### src/design/wsd_pkg.sv
// Shared types and constants of the WebSocket frame deframer.
`timescale 1ns / 1ps
package wsd_pkg;

	// Result kinds.
	localparam logic [1:0] KIND_DATA  = 2'd0;
	localparam logic [1:0] KIND_EMPTY = 2'd1;
	localparam logic [1:0] KIND_ERROR = 2'd2;

	// Error codes.
	localparam logic [2:0] ERR_NONE      = 3'd0;
	localparam logic [2:0] ERR_RSV       = 3'd1;
	localparam logic [2:0] ERR_OPCODE    = 3'd2;
	localparam logic [2:0] ERR_CONT      = 3'd3;
	localparam logic [2:0] ERR_CTRL_LEN  = 3'd4;
	localparam logic [2:0] ERR_CLOSE_ONE = 3'd5;

	// Opcodes.
	localparam logic [3:0] OP_CONT       = 4'h0;
	localparam logic [3:0] OP_TEXT       = 4'h1;
	localparam logic [3:0] OP_BINARY     = 4'h2;
	localparam logic [3:0] OP_CONN_CLOSE = 4'h8;
	localparam logic [3:0] OP_PING       = 4'h9;
	localparam logic [3:0] OP_PONG       = 4'hA;

	// Length byte codes and the control frame payload limit.
	localparam logic [6:0] LEN_CODE_EXT16 = 7'd126;
	localparam logic [6:0] LEN_CODE_EXT64 = 7'd127;
	localparam int CTRL_MAX_LEN = 125;

	typedef struct packed {
		logic [1:0]  kind;
		logic [7:0]  payload_byte;
		logic [3:0]  frame_opcode;
		logic        frame_last;
		logic        message_last;
		logic [15:0] close_status;
		logic [2:0]  error_code;
	} wsd_result_t;

	typedef struct packed {
		logic halted;
		logic in_frame;
	} wsd_status_t;

endpackage

### src/design/wsd_byte_if.sv
// Byte stream channel into the deframer.
`timescale 1ns / 1ps
interface wsd_byte_if;
	logic       valid;
	logic       ready;
	logic [7:0] in_byte;

	modport source (output valid, output in_byte, input ready);
	modport sink (input valid, input in_byte, output ready);
endinterface

### src/design/wsd_frame_if.sv
// Result channel out of the deframer.
`timescale 1ns / 1ps
interface wsd_frame_if;
	logic        valid;
	logic        ready;
	logic [1:0]  kind;
	logic [7:0]  payload_byte;
	logic [3:0]  frame_opcode;
	logic        frame_last;
	logic        message_last;
	logic [15:0] close_status;
	logic [2:0]  error_code;

	modport source (output valid, output kind, output payload_byte, output frame_opcode,
		output frame_last, output message_last, output close_status, output error_code,
		input ready);
	modport sink (input valid, input kind, input payload_byte, input frame_opcode,
		input frame_last, input message_last, input close_status, input error_code,
		output ready);
endinterface

### src/design/wsd_parser.sv
// Frame header parser and payload unmasking, one byte per accepted transaction.
`timescale 1ns / 1ps
module wsd_parser #(
	parameter int LEN_WIDTH = 64
) (
	input  logic                 clk,
	input  logic                 arst_n,
	input  logic                 accept,
	input  logic [7:0]           in_byte,
	output logic                 res_valid,
	output wsd_pkg::wsd_result_t res,
	output wsd_pkg::wsd_status_t status
);
	import wsd_pkg::*;

	typedef enum logic [2:0] {
		PH_START,
		PH_LEN,
		PH_EXT16,
		PH_EXT64,
		PH_KEY,
		PH_STATUS,
		PH_PAYLOAD
	} phase_t;

	typedef struct packed {
		phase_t                 phase;
		logic                   fin;
		logic [3:0]             opcode;
		logic                   masked;
		logic [2:0]             hdr_cnt;
		logic [31:0]            key;
		logic [LEN_WIDTH-1:0]   rem;
		logic                   ovf;
		logic [1:0]             mask_idx;
		logic [15:0]            close_st;
		logic                   status_second;
		logic                   cont_open;
		logic                   halted;
	} parse_state_t;

	parse_state_t st_q, st_d;

	logic                 len_done;
	logic                 begin_pay;
	logic [LEN_WIDTH-1:0] len_val;
	logic [LEN_WIDTH-1:0] shifted;
	logic                 ovf_n;
	logic [7:0]           unmasked;
	logic [3:0]           cur_op;
	logic                 is_ctrl;
	logic                 is_data;
	logic [3:0]           b_op;

	assign b_op     = in_byte[3:0];
	assign cur_op   = (st_q.phase == PH_START) ? b_op : st_q.opcode;
	assign unmasked = in_byte ^ st_q.key[{st_q.mask_idx, 3'b000} +: 8];
	assign shifted  = {st_q.rem[LEN_WIDTH-9:0], in_byte};
	assign ovf_n    = st_q.ovf | (|st_q.rem[LEN_WIDTH-1:LEN_WIDTH-8]);
	assign is_ctrl  = (b_op == OP_CONN_CLOSE) || (b_op == OP_PING) || (b_op == OP_PONG);
	assign is_data  = (b_op == OP_TEXT) || (b_op == OP_BINARY);

	always_comb begin
		st_d      = st_q;
		res_valid = 1'b0;
		len_done  = 1'b0;
		begin_pay = 1'b0;
		len_val   = st_q.rem;
		res.kind         = KIND_DATA;
		res.payload_byte = 8'd0;
		res.frame_opcode = cur_op;
		res.frame_last   = 1'b0;
		res.message_last = 1'b0;
		res.close_status = 16'd0;
		res.error_code   = ERR_NONE;

		if (!st_q.halted) begin
			case (st_q.phase)
				PH_START: begin
					st_d.fin           = in_byte[7];
					st_d.opcode        = b_op;
					st_d.masked        = 1'b0;
					st_d.hdr_cnt       = 3'd0;
					st_d.key           = 32'd0;
					st_d.rem           = '0;
					st_d.ovf           = 1'b0;
					st_d.mask_idx      = 2'd0;
					st_d.close_st      = 16'd0;
					st_d.status_second = 1'b0;
					if (in_byte[6:4] != 3'd0) begin
						st_d.halted    = 1'b1;
						res_valid      = 1'b1;
						res.kind       = KIND_ERROR;
						res.error_code = ERR_RSV;
					end else if (!is_ctrl && !is_data && (b_op != OP_CONT)) begin
						st_d.halted    = 1'b1;
						res_valid      = 1'b1;
						res.kind       = KIND_ERROR;
						res.error_code = ERR_OPCODE;
					end else if (!is_ctrl &&
						(st_q.cont_open ? is_data : (b_op == OP_CONT))) begin
						st_d.halted    = 1'b1;
						res_valid      = 1'b1;
						res.kind       = KIND_ERROR;
						res.error_code = ERR_CONT;
					end else begin
						// Control frames may interleave a fragmented message.
						if (!is_ctrl) begin
							st_d.cont_open = ~in_byte[7];
						end
						st_d.phase = PH_LEN;
					end
				end
				PH_LEN: begin
					st_d.masked  = in_byte[7];
					st_d.hdr_cnt = 3'd0;
					st_d.rem     = '0;
					st_d.ovf     = 1'b0;
					if (in_byte[6:0] == LEN_CODE_EXT16) begin
						st_d.phase = PH_EXT16;
					end else if (in_byte[6:0] == LEN_CODE_EXT64) begin
						st_d.phase = PH_EXT64;
					end else begin
						len_done = 1'b1;
						len_val  = LEN_WIDTH'(in_byte[6:0]);
					end
				end
				PH_EXT16, PH_EXT64: begin
					st_d.rem = shifted;
					st_d.ovf = ovf_n;
					if (st_q.hdr_cnt == ((st_q.phase == PH_EXT16) ? 3'd1 : 3'd7)) begin
						// A length that does not fit the counter saturates.
						len_done = 1'b1;
						len_val  = ovf_n ? '1 : shifted;
					end else begin
						st_d.hdr_cnt = st_q.hdr_cnt + 3'd1;
					end
				end
				PH_KEY: begin
					st_d.key[{st_q.hdr_cnt[1:0], 3'b000} +: 8] = in_byte;
					if (st_q.hdr_cnt >= 3'd3) begin
						begin_pay = 1'b1;
					end else begin
						st_d.hdr_cnt = st_q.hdr_cnt + 3'd1;
					end
				end
				PH_STATUS: begin
					st_d.close_st = {st_q.close_st[7:0], unmasked};
					st_d.rem      = st_q.rem - LEN_WIDTH'(1);
					st_d.mask_idx = st_q.mask_idx + 2'd1;
					if (!st_q.status_second) begin
						st_d.status_second = 1'b1;
					end else if (st_q.rem == LEN_WIDTH'(1)) begin
						st_d.phase       = PH_START;
						res_valid        = 1'b1;
						res.kind         = KIND_EMPTY;
						res.frame_last   = 1'b1;
						res.message_last = st_q.fin;
						res.close_status = {st_q.close_st[7:0], unmasked};
					end else begin
						st_d.phase = PH_PAYLOAD;
					end
				end
				PH_PAYLOAD: begin
					st_d.rem      = st_q.rem - LEN_WIDTH'(1);
					st_d.mask_idx = st_q.mask_idx + 2'd1;
					res_valid        = 1'b1;
					res.kind         = KIND_DATA;
					res.payload_byte = unmasked;
					res.close_status = st_q.close_st;
					if (st_q.rem == LEN_WIDTH'(1)) begin
						st_d.phase       = PH_START;
						res.frame_last   = 1'b1;
						res.message_last = st_q.fin;
					end
				end
				default: begin
					st_d.phase = PH_START;
				end
			endcase

			if (len_done) begin
				st_d.rem = len_val;
				if (st_q.opcode[3] && (len_val > LEN_WIDTH'(CTRL_MAX_LEN))) begin
					st_d.halted    = 1'b1;
					res_valid      = 1'b1;
					res.kind       = KIND_ERROR;
					res.error_code = ERR_CTRL_LEN;
				end else if ((st_q.opcode == OP_CONN_CLOSE) &&
					(len_val == LEN_WIDTH'(1))) begin
					st_d.halted    = 1'b1;
					res_valid      = 1'b1;
					res.kind       = KIND_ERROR;
					res.error_code = ERR_CLOSE_ONE;
				end else if (st_d.masked) begin
					st_d.hdr_cnt = 3'd0;
					st_d.phase   = PH_KEY;
				end else begin
					begin_pay = 1'b1;
				end
			end

			if (begin_pay) begin
				st_d.mask_idx = 2'd0;
				if (len_val == '0) begin
					st_d.phase       = PH_START;
					res_valid        = 1'b1;
					res.kind         = KIND_EMPTY;
					res.frame_last   = 1'b1;
					res.message_last = st_q.fin;
					res.close_status = st_q.close_st;
				end else if (st_q.opcode == OP_CONN_CLOSE) begin
					st_d.status_second = 1'b0;
					st_d.phase         = PH_STATUS;
				end else begin
					st_d.phase = PH_PAYLOAD;
				end
			end
		end
	end

	always_ff @(posedge clk or negedge arst_n) begin
		if (!arst_n) begin
			st_q <= '{phase: PH_START, fin: 1'b0, opcode: 4'd0, masked: 1'b0,
				hdr_cnt: 3'd0, key: 32'd0, rem: '0, ovf: 1'b0, mask_idx: 2'd0,
				close_st: 16'd0, status_second: 1'b0, cont_open: 1'b0, halted: 1'b0};
		end else if (accept) begin
			st_q <= st_d;
		end
	end

	assign status.halted   = st_q.halted;
	assign status.in_frame = (st_q.phase != PH_START);

endmodule

### src/design/websocket_frame_deframer.sv
// Top level of the WebSocket frame deframer: parser plus a two-entry output buffer.
//
//   channel  | modport | payload                                       | carries
//   stream   | sink    | in_byte                                       | one received byte
//   frame    | source  | kind, payload_byte, frame_opcode, frame_last, | zero or one result
//            |         | message_last, close_status, error_code        | per byte
//
// One byte is taken every cycle while stream is ready; its result is registered.
// The parser state and the output register are the only pipeline; the state loop
// through the length counter decides the clock rate.
// Reset clears the parser to the start of a frame; no clearing pass is needed.
// A skid entry holds one result while frame is stalled, so stream stays ready until
// two results wait. After a protocol error all bytes are taken without results.
`timescale 1ns / 1ps
module websocket_frame_deframer #(
	parameter int LEN_WIDTH = 64
) (
	input  logic         clk,
	input  logic         arst_n,
	wsd_byte_if.sink     stream,
	wsd_frame_if.source  frame
);
	import wsd_pkg::*;

	logic        accept;
	logic        res_valid;
	wsd_result_t res;
	wsd_status_t par_status;

	wsd_result_t main_q;
	wsd_result_t skid_q;
	logic        main_valid_q;
	logic        skid_valid_q;
	logic        push;
	logic        out_fire;

	assign stream.ready = ~skid_valid_q;
	assign accept       = stream.valid & stream.ready;
	assign push         = accept & res_valid;
	assign out_fire     = main_valid_q & frame.ready;

	wsd_parser #(
		.LEN_WIDTH (LEN_WIDTH)
	) u_parser (
		.clk       (clk),
		.arst_n    (arst_n),
		.accept    (accept),
		.in_byte   (stream.in_byte),
		.res_valid (res_valid),
		.res       (res),
		.status    (par_status)
	);

	always_ff @(posedge clk or negedge arst_n) begin
		if (!arst_n) begin
			main_valid_q <= 1'b0;
			skid_valid_q <= 1'b0;
		end else if (!main_valid_q || out_fire) begin
			if (skid_valid_q) begin
				main_valid_q <= 1'b1;
				skid_valid_q <= 1'b0;
			end else begin
				main_valid_q <= push;
			end
		end else if (push) begin
			skid_valid_q <= 1'b1;
		end
	end

	always_ff @(posedge clk) begin
		if (!main_valid_q || out_fire) begin
			main_q <= skid_valid_q ? skid_q : res;
		end else if (push) begin
			skid_q <= res;
		end
	end

	assign frame.valid        = main_valid_q;
	assign frame.kind         = main_q.kind;
	assign frame.payload_byte = main_q.payload_byte;
	assign frame.frame_opcode = main_q.frame_opcode;
	assign frame.frame_last   = main_q.frame_last;
	assign frame.message_last = main_q.message_last;
	assign frame.close_status = main_q.close_status;
	assign frame.error_code   = main_q.error_code;

	// The skid entry is only ever filled behind a held main entry.
	assert property (@(posedge clk) disable iff (!arst_n)
		skid_valid_q |-> main_valid_q)
		else $error("skid entry valid without main entry");

	// An error result stops the parser for good.
	assert property (@(posedge clk) disable iff (!arst_n)
		(push && (res.kind == KIND_ERROR)) |=> (par_status.halted && !res_valid))
		else $error("parser not halted after error result");

	// A result that ends a frame leaves the parser at the start of the next one.
	assert property (@(posedge clk) disable iff (!arst_n)
		(push && res.frame_last) |=> !par_status.in_frame)
		else $error("parser still inside a frame after its last result");

endmodule
### src/flat_wrapper.sv
// flat-port wrapper written by rule: the top's interface ports become plain ports
module websocket_frame_deframer_flat import wsd_pkg::*;
#(
	parameter int LEN_WIDTH = 64
)
  (clk, arst_n, stream_valid, stream_in_byte, stream_ready, frame_valid, frame_kind, frame_payload_byte, frame_frame_opcode, frame_frame_last, frame_message_last, frame_close_status, frame_error_code, frame_ready);
  wsd_byte_if stream_i ();
  wsd_frame_if frame_i ();
  input  logic clk;
  input  logic arst_n;
  input wire logic [$bits(stream_i.valid)-1:0] stream_valid;
  input wire logic [$bits(stream_i.in_byte)-1:0] stream_in_byte;
  output wire logic [$bits(stream_i.ready)-1:0] stream_ready;
  output wire logic [$bits(frame_i.valid)-1:0] frame_valid;
  output wire logic [$bits(frame_i.kind)-1:0] frame_kind;
  output wire logic [$bits(frame_i.payload_byte)-1:0] frame_payload_byte;
  output wire logic [$bits(frame_i.frame_opcode)-1:0] frame_frame_opcode;
  output wire logic [$bits(frame_i.frame_last)-1:0] frame_frame_last;
  output wire logic [$bits(frame_i.message_last)-1:0] frame_message_last;
  output wire logic [$bits(frame_i.close_status)-1:0] frame_close_status;
  output wire logic [$bits(frame_i.error_code)-1:0] frame_error_code;
  input wire logic [$bits(frame_i.ready)-1:0] frame_ready;
  assign stream_i.valid = stream_valid;
  assign stream_i.in_byte = stream_in_byte;
  assign stream_ready = stream_i.ready;
  assign frame_valid = frame_i.valid;
  assign frame_kind = frame_i.kind;
  assign frame_payload_byte = frame_i.payload_byte;
  assign frame_frame_opcode = frame_i.frame_opcode;
  assign frame_frame_last = frame_i.frame_last;
  assign frame_message_last = frame_i.message_last;
  assign frame_close_status = frame_i.close_status;
  assign frame_error_code = frame_i.error_code;
  assign frame_i.ready = frame_ready;
  websocket_frame_deframer #(.LEN_WIDTH(LEN_WIDTH)) u_core (.clk(clk), .arst_n(arst_n), .stream(stream_i), .frame(frame_i));
endmodule
### config.mk
export PLATFORM = sky130hd
export DESIGN_NAME = websocket_frame_deframer_flat
export DESIGN_NICKNAME = d
export VERILOG_FILES = /design/src/design/wsd_pkg.sv /design/src/design/wsd_byte_if.sv /design/src/design/wsd_frame_if.sv /design/src/design/wsd_parser.sv /design/src/design/websocket_frame_deframer.sv /design/src/flat_wrapper.sv
export SDC_FILE = /design/constraint.sdc
export NUM_CORES = 1
export LEC_CHECK = 0
export BUFFER_PORTS_ARGS = -buffer_cell sky130_fd_sc_hd__buf_2
export CELL_PAD_IN_SITES_DETAIL_PLACEMENT = 2
export CELL_PAD_IN_SITES_GLOBAL_PLACEMENT = 2
export CORE_MARGIN = 2
export CORE_UTILIZATION = 25
export DETAILED_ROUTE_END_ITERATION = 8
export PLACE_DENSITY = 0.62
export SLEW_MARGIN = 10
export SYNTH_ARGS = -nofsm -noshare
export SYNTH_HDL_FRONTEND = slang
export SYNTH_SLANG_ARGS = --single-unit
### constraint.sdc
create_clock -name clk -period 17 [get_ports clk]
set_input_delay 1.7 -clock clk [delete_from_list [all_inputs] [get_ports clk]]
set_output_delay 1.7 -clock clk [all_outputs]
set_load 0.01 [all_outputs]
* Yosys cells after proc, flatten, opt, wreduce, memory -nomap -nowiden
Index checks and enable logic that the tools add are counted.
** Storage, ports and cells
- Register bits after elaboration :: 202
- Output and inout bits :: 37
** Operators by class
- Add/sub/neg operators :: 4
- $lt $le $gt $ge :: 2
- Eq/ne operators :: 17
- Shifts and indexed selects :: 3
- Multiplexer cells :: 105
- Bitwise gates (word level) :: 13
- Reductions and logical operators :: 37
** Operator list (number)
- 64-bit two-way mux :: 6
- 64-bit one-hot mux with 3 select lines :: 1
- 64-bit by 1-bit == test with 1-bit output (second input constant) :: 2
- 64-bit one-hot mux with 2 select lines :: 1
- 3-bit two-way mux :: 25
- 18-bit two-way mux :: 4
- 64-bit by 7-bit greater-than comparator with 1-bit output (second input constant) :: 1
- 64-bit logical NOT :: 1
- 32-bit one-hot mux with 2 select lines :: 1
- 64-bit by 1-bit subtractor with 64-bit output (second input constant) :: 1
- 1-bit two-way mux :: 37
- 18-bit one-hot mux with 2 select lines :: 1
- 35-bit two-way mux :: 1
- 17-bit one-hot mux with 2 select lines :: 1
- 32-bit bitwise mux :: 1
- 8-bit by 7-bit variable shift with 32-bit output (first input constant) :: 1
- 32-bit by 6-bit variable part select with 8-bit output :: 1
- 8-bit by 7-bit variable part select with 32-bit output :: 1
- 2-bit two-way mux :: 14
- 21-bit two-way mux :: 1
- 3-bit AND reduction :: 6
- 4-bit == test (second input constant) :: 4
- 3-bit one-hot mux with 5 select lines :: 1
- 7-bit == test (second input constant) :: 2
- other kinds (34) :: 66

* Longest topological paths before layout
Gate-level depths: netlist of run 1.
- Depth in word-level cells :: 18
- Gate-level depth with buffers :: 14
- Depth with buffers taken out :: 10

* Modules after synthesis
From an unflattened synthesis of run 1, not the netlist that was laid out.
** Unflattened totals
- Cell total of the unflattened synthesis :: 1343
- Area total of the unflattened synthesis :: 12379.4 µm²
** By module, submodules not included
- wsd_parser :: instances 1, cells an instance 1225, area each 9615.5 µm², seq. area each 3253.1 µm²
- websocket_frame_deframer :: instances 1, cells an instance 118, area each 2763.9 µm², seq. area each 2152.1 µm²

* Worst setup path before layout of run 1
No wires, ideal clock.
- Path type :: input-to-reg
- Start point :: input stream_in_byte[1]
- End point :: register u_core.skid_q[0] in the netlist's numbering (enable)
- Arrival :: 6.749 ns
- Required time :: 16.508 ns
- Slack :: 9.760 ns
- Stages :: 11
- Path buffers :: 1
- Path through :: clkbuf_1 > and4_1 > a21boi_1 > o2111ai_1 > o211a_1 > nor4_1 > nand4_1 > o41a_1 > nor2_1 > o22ai_1 > a311oi_1
** Between the ends
- Cells in the longest elaborated chain, start to end :: 17
** Ends and longest elaborated chain
- from (decl) :: line flat_wrapper.sv:12 : input wire logic [$bits(stream_i.in_byte)-1:0] stream_in_byte;
- parallel branches: the longest is 13 deep, another holds 64-bit by 7-bit greater-than comparator with 1-bit output
- 1-bit two-way mux * :: line wsd_parser.sv:203 : if (begin_pay) begin
- 1-bit two-way mux * :: line wsd_parser.sv:77 : if (!st_q.halted) begin
- 1-bit AND * :: line websocket_frame_deframer.sv:39 : assign push = accept & res_valid;
- 2-bit AND reduction (no source line) *
- to (signal assigned) :: line websocket_frame_deframer.sv:74 : skid_q <= res;
- to (decl) :: line websocket_frame_deframer.sv:31 : wsd_result_t skid_q;
Every way passes the cells marked *. The select of a mux whose other input is x is not followed.
A chain may end at the register's enable or synchronous reset.

* Worst setup path in the final report of run 1
- Start point :: input stream_in_byte[1]
- End point :: register u_core.skid_q[4] in the netlist's numbering (enable)
The elaborated chain is that of the path after synthesis.

==> results.py, run 1 <==
metrics = {
    "status": {
        "status": "finished, final reports clean",
    },
    "layout": {
        "regArea_um2": 5410,
        "area_delta_synth_final_pct": 13.7,
        "drive_above_1_share_pct": 13.5,
        "final_area_um2": 14400,
        "multi_input_area_um2": 6750,
        "n_fill_cell": 5604,
        "fin_nets": 1388,
        "insertedDiodeCount": 0,
    },
    "grt": {
        "grt_first_pass_wirelength_um": 85200,
        "grt_max_degree": 78,
        "antenna_found_initial": 0,
        "grt_pass1_vias": 12900,
        "grt_usage_pct": 20.8,
        "grt_overflow": 0,
    },
    "logic_synthesis": {
        "syn_avg_cell_area_um2": 9.10,
        "synth_cells": 1394,
        "synth_edf_count": 70,
        "synth_flop_cell": "dfrtp_1",
        "synth_nets": 1413,
        "yosysSeqAreaShare_pct": 42.6,
        "ys_types": 99,
        "yosysTopAreaCell": "dfrtp_1",
        "ys_warn_count": 0,
        "syn_area_um2": 12700,
        "synth_common_cells": "o21ai_0, dfrtp_1, nand2_1",
        "yosysMostFrequentCell": "o21ai_0",
        "ys_ff_latch": 202,
        "synthTopCellsByArea": "dfrtp_1, edfxtp_1, o21ai_0",
        "async_flop_share_pct": 65.3,
        "netlist.area_leader.share_pct": 26.0,
    },
    "pwr": {
        "swShare_pct": 23.6,
        "pwr-share-clk_pct": 51.7,
        "comb_power_share_pct": 1.7,
        "internal_power_w": 0.000821,
        "powerDensity_nw_per_um2": 74.6,
        "seqPwrFrac_pct": 46.6,
        "p_switching_w": 0.000254,
        "total_leakage_power_nw": 5.55,
        "peakVddDrop_mv": 0.0679,
    },
    "die": {
        "die_w_um": 229,
        "die_h_um": 229,
        "core_um2": 50200,
        "fp-row-count": 82,
        "ios": 49,
        "initial_core_util_pct": 25.3,
        "die-area_um2": 52600,
    },
    "clock_tree": {
        "cts_resized": 0,
        "clk_pin_slew_ns": 0.06,
        "insertion_delay_ns": 0.58,
        "clk_path_buf_depth": 3,
        "hold_buffers": 0,
        "numClockSinks": 202,
        "clockRootBuffer": "clkbuf_16",
        "numCtsBuffers": 27,
        "post_cts_buffers": 0,
        "cts.htree.levels": 1,
        "cts_tree": "built",
    },
    "detailed_routing": {
        "wire_per_inst_um": 26.6,
        "final_antenna_net_count": 0,
        "vias": 12000,
        "drc_errors": 0,
        "viasPerCell": 5.83,
        "drtIter0Drc": 909,
        "first_pass_iters": 5,
        "wl_um": 54700,
    },
    "timing": {
        "tns_ns": 0,
        "post-route-period-util_pct": 33.6,
        "period_needed_ns": 5.72,
        "rsz0062_at_grt": "false",
        "worst_slack_ns": 11.28,
        "timing.final.max_slew_violations": 0,
        "maxSlewHeadroom_pct": 21.3,
        "worst_pin_slew_ns": 1.16,
        "finalHoldViolations": 0,
        "fin_worst_skew_ns": 0.0196,
        "fmax_mhz": 175,
        "setup_violations": 0,
    },
    "setup_path": {
        "critical_path_class": "input port to flip-flop",
        "critPathMaxFanout": 34,
        "start_kind": "input port",
        "crit_path_end_kind": "flip-flop",
        "critPathArrivalTime_ns": 5.93,
        "critPathRequiredTime_ns": 17.21,
    },
    "flow_run": {
        "drv_cap": 0,
    },
    "place": {
        "io_buffers": 48,
        "place_congestion": 0.876,
        "post-dp-hpwl_um": 37000,
        "dpl_worst_slack_ns": 10.72,
        "place_area_um2": 13600,
    },
    "min_path": {
        "min_path_type": "flip-flop to flip-flop",
    },
}
==> critical path: stages <==
cell	delay, ns
buf_2	0.21
nand4_1	0.25
o21ai_1	0.38
nand2_1	0.24
buf_4	0.32
o221ai_1	0.15
nor4_1	0.42
nand4_2	0.31
o41a_1	0.59
nor2_1	0.29
o22ai_1	0.24
a311oi_4	0.31
buf_4	0.47
==> sequential cells by signal, indices dropped and copies added (netlist names) <==
| register | flops |
|---|---|
| u_core.frame.close_status | 16 |
| u_core.frame.error_code | 3 |
| u_core.frame.frame_last | 1 |
| u_core.frame.frame_opcode | 4 |
| u_core.frame.kind | 2 |
| u_core.frame.message_last | 1 |
| u_core.frame.payload_byte | 8 |
| u_core.frame.valid | 1 |
| u_core.skid_q | 35 |
| u_core.skid_valid_q | 1 |
| u_core.u_parser.shifted | 56 |
| u_core.u_parser.st_q | 73 |
| u_core.u_parser.status | 1 |
==> cell type report <==
class                           count  share of cell area [%]
Timing Repair Buffer               83                    3.53
Multi-Input combinational cell   1033                    46.8
Sequential cell                   202                    37.5
Tap cell                          672                    5.83
Clock buffer                       38                    5.11
Clock inverter                     10                   0.659
Inverter                           22                   0.573
==> kinds of logic after synthesis <==
family                   Yosys count  synth area share, %
AO/OA/AOI/OAI                    536                 29.0
multiplexers                      32                 3.53
XOR/XNOR                          28                 1.93
flip-flops                       202                 42.6
adder cells (fa/ha/maj)            7                0.690
buffers and inverters            159                 4.90
AND/OR/NAND/NOR                  430                 17.3
==> final timing paths <==
kind / from / cells after the start / to / slack [ns]
worst min-delay path: u_core.u_parser.st_q[121] / 2 / u_core.u_parser.st_q[121] / 0.49
worst max-delay path: stream_in_byte[1] / 13 / u_core.skid_q[4] / 11.28
worst min register to register: u_core.u_parser.st_q[121] / 2 / u_core.u_parser.st_q[121] / 0.49
max in group asynchronous: arst_n / 2 / u_core.u_parser.st_q[86] / 14.55
min in group asynchronous: arst_n / 1 / u_core.u_parser.shifted[32] / 1.17
worst max register to register: u_core.u_parser.shifted[38] / 11 / u_core.skid_q[4] / 11.29
==> cells in the final DEF (no fill, tap or decap), types with 21 or more instances in the layout <==
cell type / Yosys / final
nor2_1: 83 / 80
nor3_1: 53 / 52
clkbuf_16: 0 / 27
mux2_2: 22 / 22
o21ai_0: 158 / 157
a22oi_1: 21 / 21
edfxtp_1: 70 / 70
nor4_1: 24 / 22
nand3_1: 40 / 40
buf_2: 10 / 47
buf_4: 1 / 35
dfrtp_1: 132 / 132
a22o_1: 86 / 86
nand2_1: 122 / 121
a21oi_1: 81 / 80
==> stage by stage <==
step | util (%) | total power [W] | std cells | hold WS [ns]
after floorplan | - | 0.000516 | 1394 | 0.443
after global placement | 27.1 | 0.000529 | 2012 | 0.460
after detailed placement | 27.1 | 0.000530 | 2012 | 0.485
after CTS | 28.7 | 0.00109 | 2060 | 0.499
after global routing | 28.7 | 0.00111 | 2060 | 0.521
final | 28.7 | 0.00108 | 2060 | 0.491
==> power groups by stage <==
stage,Clock (W),Sequential [W],Combinational (W)
2_1_floorplan,0,0.000511,0.00000514
6_report,0.000555,0.000501,0.0000185
3_3_place_gp,0,0.000510,0.0000188
3_5_place_dp,0,0.000510,0.0000192
4_1_cts,0.000569,0.000501,0.0000192
5_1_grt,0.000586,0.000501,0.0000203
==> metal layers <==
layer / vias to the layer above / share of wire (%) / track usage (%)
met3: 82 / 4.0 / 2.22
met2: 299 / 48 / 34.5
met4: 0 / 3.3 / 6.68
li1: 5295 / - / -
met5: - / 0 / 0
met1: 6340 / 45 / 28.2
(Power assumes the default switching activity.)
==> run 2: changes to the inputs <==
- PLACE_DENSITY: 0.62 -> 0.64
- clock period: 17 -> 5.1 ns (I/O delays scaled with it)
==> results.py, run 2 (synthesis results as in run 1) <==
metrics = {
    "status": {
        "status": "finished, final reports clean",
    },
    "setup_path": {
        "crit_path_end_kind": "flip-flop",
        "regToRegSetupSlack_ns": 0.35,
        "critical_path_class": "flip-flop to flip-flop",
        "start_kind": "flip-flop",
        "critPathMaxFanout": 22,
        "r2r_cells": 11,
        "r2r_end": "u_core.skid_q[16]",
        "worstReg2RegStart": "u_core.u_parser.st_q[120]",
        "critPathRequiredTime_ns": 5.35,
        "critPathArrivalTime_ns": 4.99,
    },
    "flow_run": {
        "drv_cap": 0,
    },
    "clock_tree": {
        "insertion_delay_ns": 0.58,
        "cts_tree": "built",
        "cts_resized": 0,
        "clk_path_buf_depth": 3,
        "clockRootBuffer": "clkbuf_16",
        "hold_buffers": 0,
        "post_cts_buffers": 0,
        "clk_pin_slew_ns": 0.07,
        "cts.htree.levels": 1,
        "numCtsBuffers": 27,
        "numClockSinks": 202,
    },
    "timing": {
        "fmax_mhz": 211,
        "rsz0062_at_grt": "false",
        "worst_pin_slew_ns": 1.15,
        "finalHoldViolations": 0,
        "tns_ns": 0,
        "maxSlewHeadroom_pct": 22.4,
        "setup_violations": 0,
        "post-route-period-util_pct": 93.1,
        "timing.final.max_slew_violations": 0,
        "period_needed_ns": 4.75,
        "fin_worst_skew_ns": 0.0143,
    },
    "grt": {
        "grt_overflow": 0,
        "grt_max_degree": 92,
        "grt_usage_pct": 21.0,
        "antenna_found_initial": 3,
        "grt_first_pass_wirelength_um": 85500,
        "grt_pass1_vias": 12800,
    },
    "layout": {
        "final_common_cell": "o21ai_0",
        "insertedDiodeCount": 0,
        "mostFrequentLayoutCells": "o21ai_0, dfrtp_1, nand2_1",
        "max_flop_register": "u_core.u_parser.st_q",
        "area_delta_synth_final_pct": 16.6,
        "drive_above_1_share_pct": 16.1,
        "largest_register_ff_count": 73,
        "fin_nets": 1429,
        "post-route-util_pct": 29.5,
    },
    "die": {
        "core_um2": 50200,
        "initial_core_util_pct": 25.3,
        "die_w_um": 229,
        "fp-row-count": 82,
        "die-area_um2": 52600,
        "die_h_um": 229,
        "ios": 49,
    },
    "pwr": {
        "total_leakage_power_nw": 5.83,
        "powerDensity_nw_per_um2": 250,
        "peakVddDrop_mv": 0.227,
    },
    "detailed_routing": {
        "wl_um": 55900,
        "viasPerCell": 5.80,
        "drtIter0Drc": 983,
        "wire_per_inst_um": 26.6,
        "vias": 12200,
        "final_antenna_net_count": 0,
        "first_pass_iters": 4,
        "drc_errors": 0,
    },
    "place": {
        "place_congestion": 0.886,
        "post-dp-hpwl_um": 38300,
        "io_buffers": 48,
    },
    "min_path": {
        "min_path_type": "input port to asynchronous set/reset pin",
    },
}
run 2: cell types whose count changed in the layout (fill, tap and decap cells not counted), sizes merged:
| cell | previous run | this run |
|---|---|---|
| bufinv | 1 | 3 |
| clkbuf | 38 | 34 |
| inv | 23 | 22 |
| clkinvlp | 2 | 0 |
| clkinv | 6 | 13 |
| buf | 83 | 124 |
run 2: stage by stage:
stage	cells	worst slack (ns)	hold slack (ns)	area [um2]	power, W
after detailed placement	2053	0.0281	0.483	13900	0.00177
after CTS	2103	0.00544	0.100	14800	0.00374
after global placement	2053	0.292	0.465	13900	0.00176
after global routing	2103	0.0214	0.107	14800	0.00380
after floorplan	1394	0.0562	0.214	12700	0.00172
final	2103	0.353	0.0368	14800	0.00369
run 2: power by group:
group          internal [W]   total, W  leakage [nW]  switching [W]
sequential          0.00167    0.00167          2.47              0
clock               0.00116    0.00196         0.448       0.000804
combinational    0.00000826  0.0000614          2.91      0.0000532
total               0.00283    0.00369          5.83       0.000857
run 2: worst max-delay path by stage:
stage | start | endpoint | depth (start not counted)
after global placement | u_core.u_parser.st_q[120] | u_core.skid_q[18] | 11
final | u_core.u_parser.st_q[120] | u_core.skid_q[16] | 11
after global routing | u_core.u_parser.st_q[118] | u_core.skid_q[16] | 11
after CTS | u_core.u_parser.st_q[118] | u_core.skid_q[4] | 11
after detailed placement | u_core.u_parser.st_q[118] | u_core.skid_q[17] | 11
after floorplan | u_core.u_parser.st_q[127] | u_core.skid_q[0] | 10
run 2: layer usage:
| layer | wire, um | vias up | global-route usage (%) | part of all wire (%) |
|---|---|---|---|---|
| li1 | - | 5375 | - | - |
| met1 | 25100 | 6420 | 28.7 | 45 |
| met2 | 26600 | 308 | 34.6 | 48 |
| met3 | 2380 | 96 | 2.47 | 4.3 |
| met4 | 1720 | 0 | 6.80 | 3.1 |
| met5 | 0 | - | 0 | 0 |
run 2: area by class of cell:
| type | count | area (um2) |
|---|---|---|
| Fill cell | 5572 | 35400 |
| Tap cell | 672 | 841 |
| Sequential cell | 202 | 5410 |
| Timing Repair Buffer | 124 | 830 |
| Inverter | 22 | 82.6 |
| Multi-Input combinational cell | 1033 | 6740 |
| Clock inverter | 16 | 171 |
| Clock buffer | 34 | 722 |
run 2: critical path, stage by stage (launching register included):
cell and delay (ns):
dfrtp_1 0.48, nor4b_4 0.74, o21ai_1 0.35, nand2_1 0.18, o221ai_1 0.14, nor4_1 0.45, nand4_2 0.32, o41a_1 0.60
nor2_1 0.27, o22ai_1 0.22, a311oi_4 0.27, buf_4 0.37
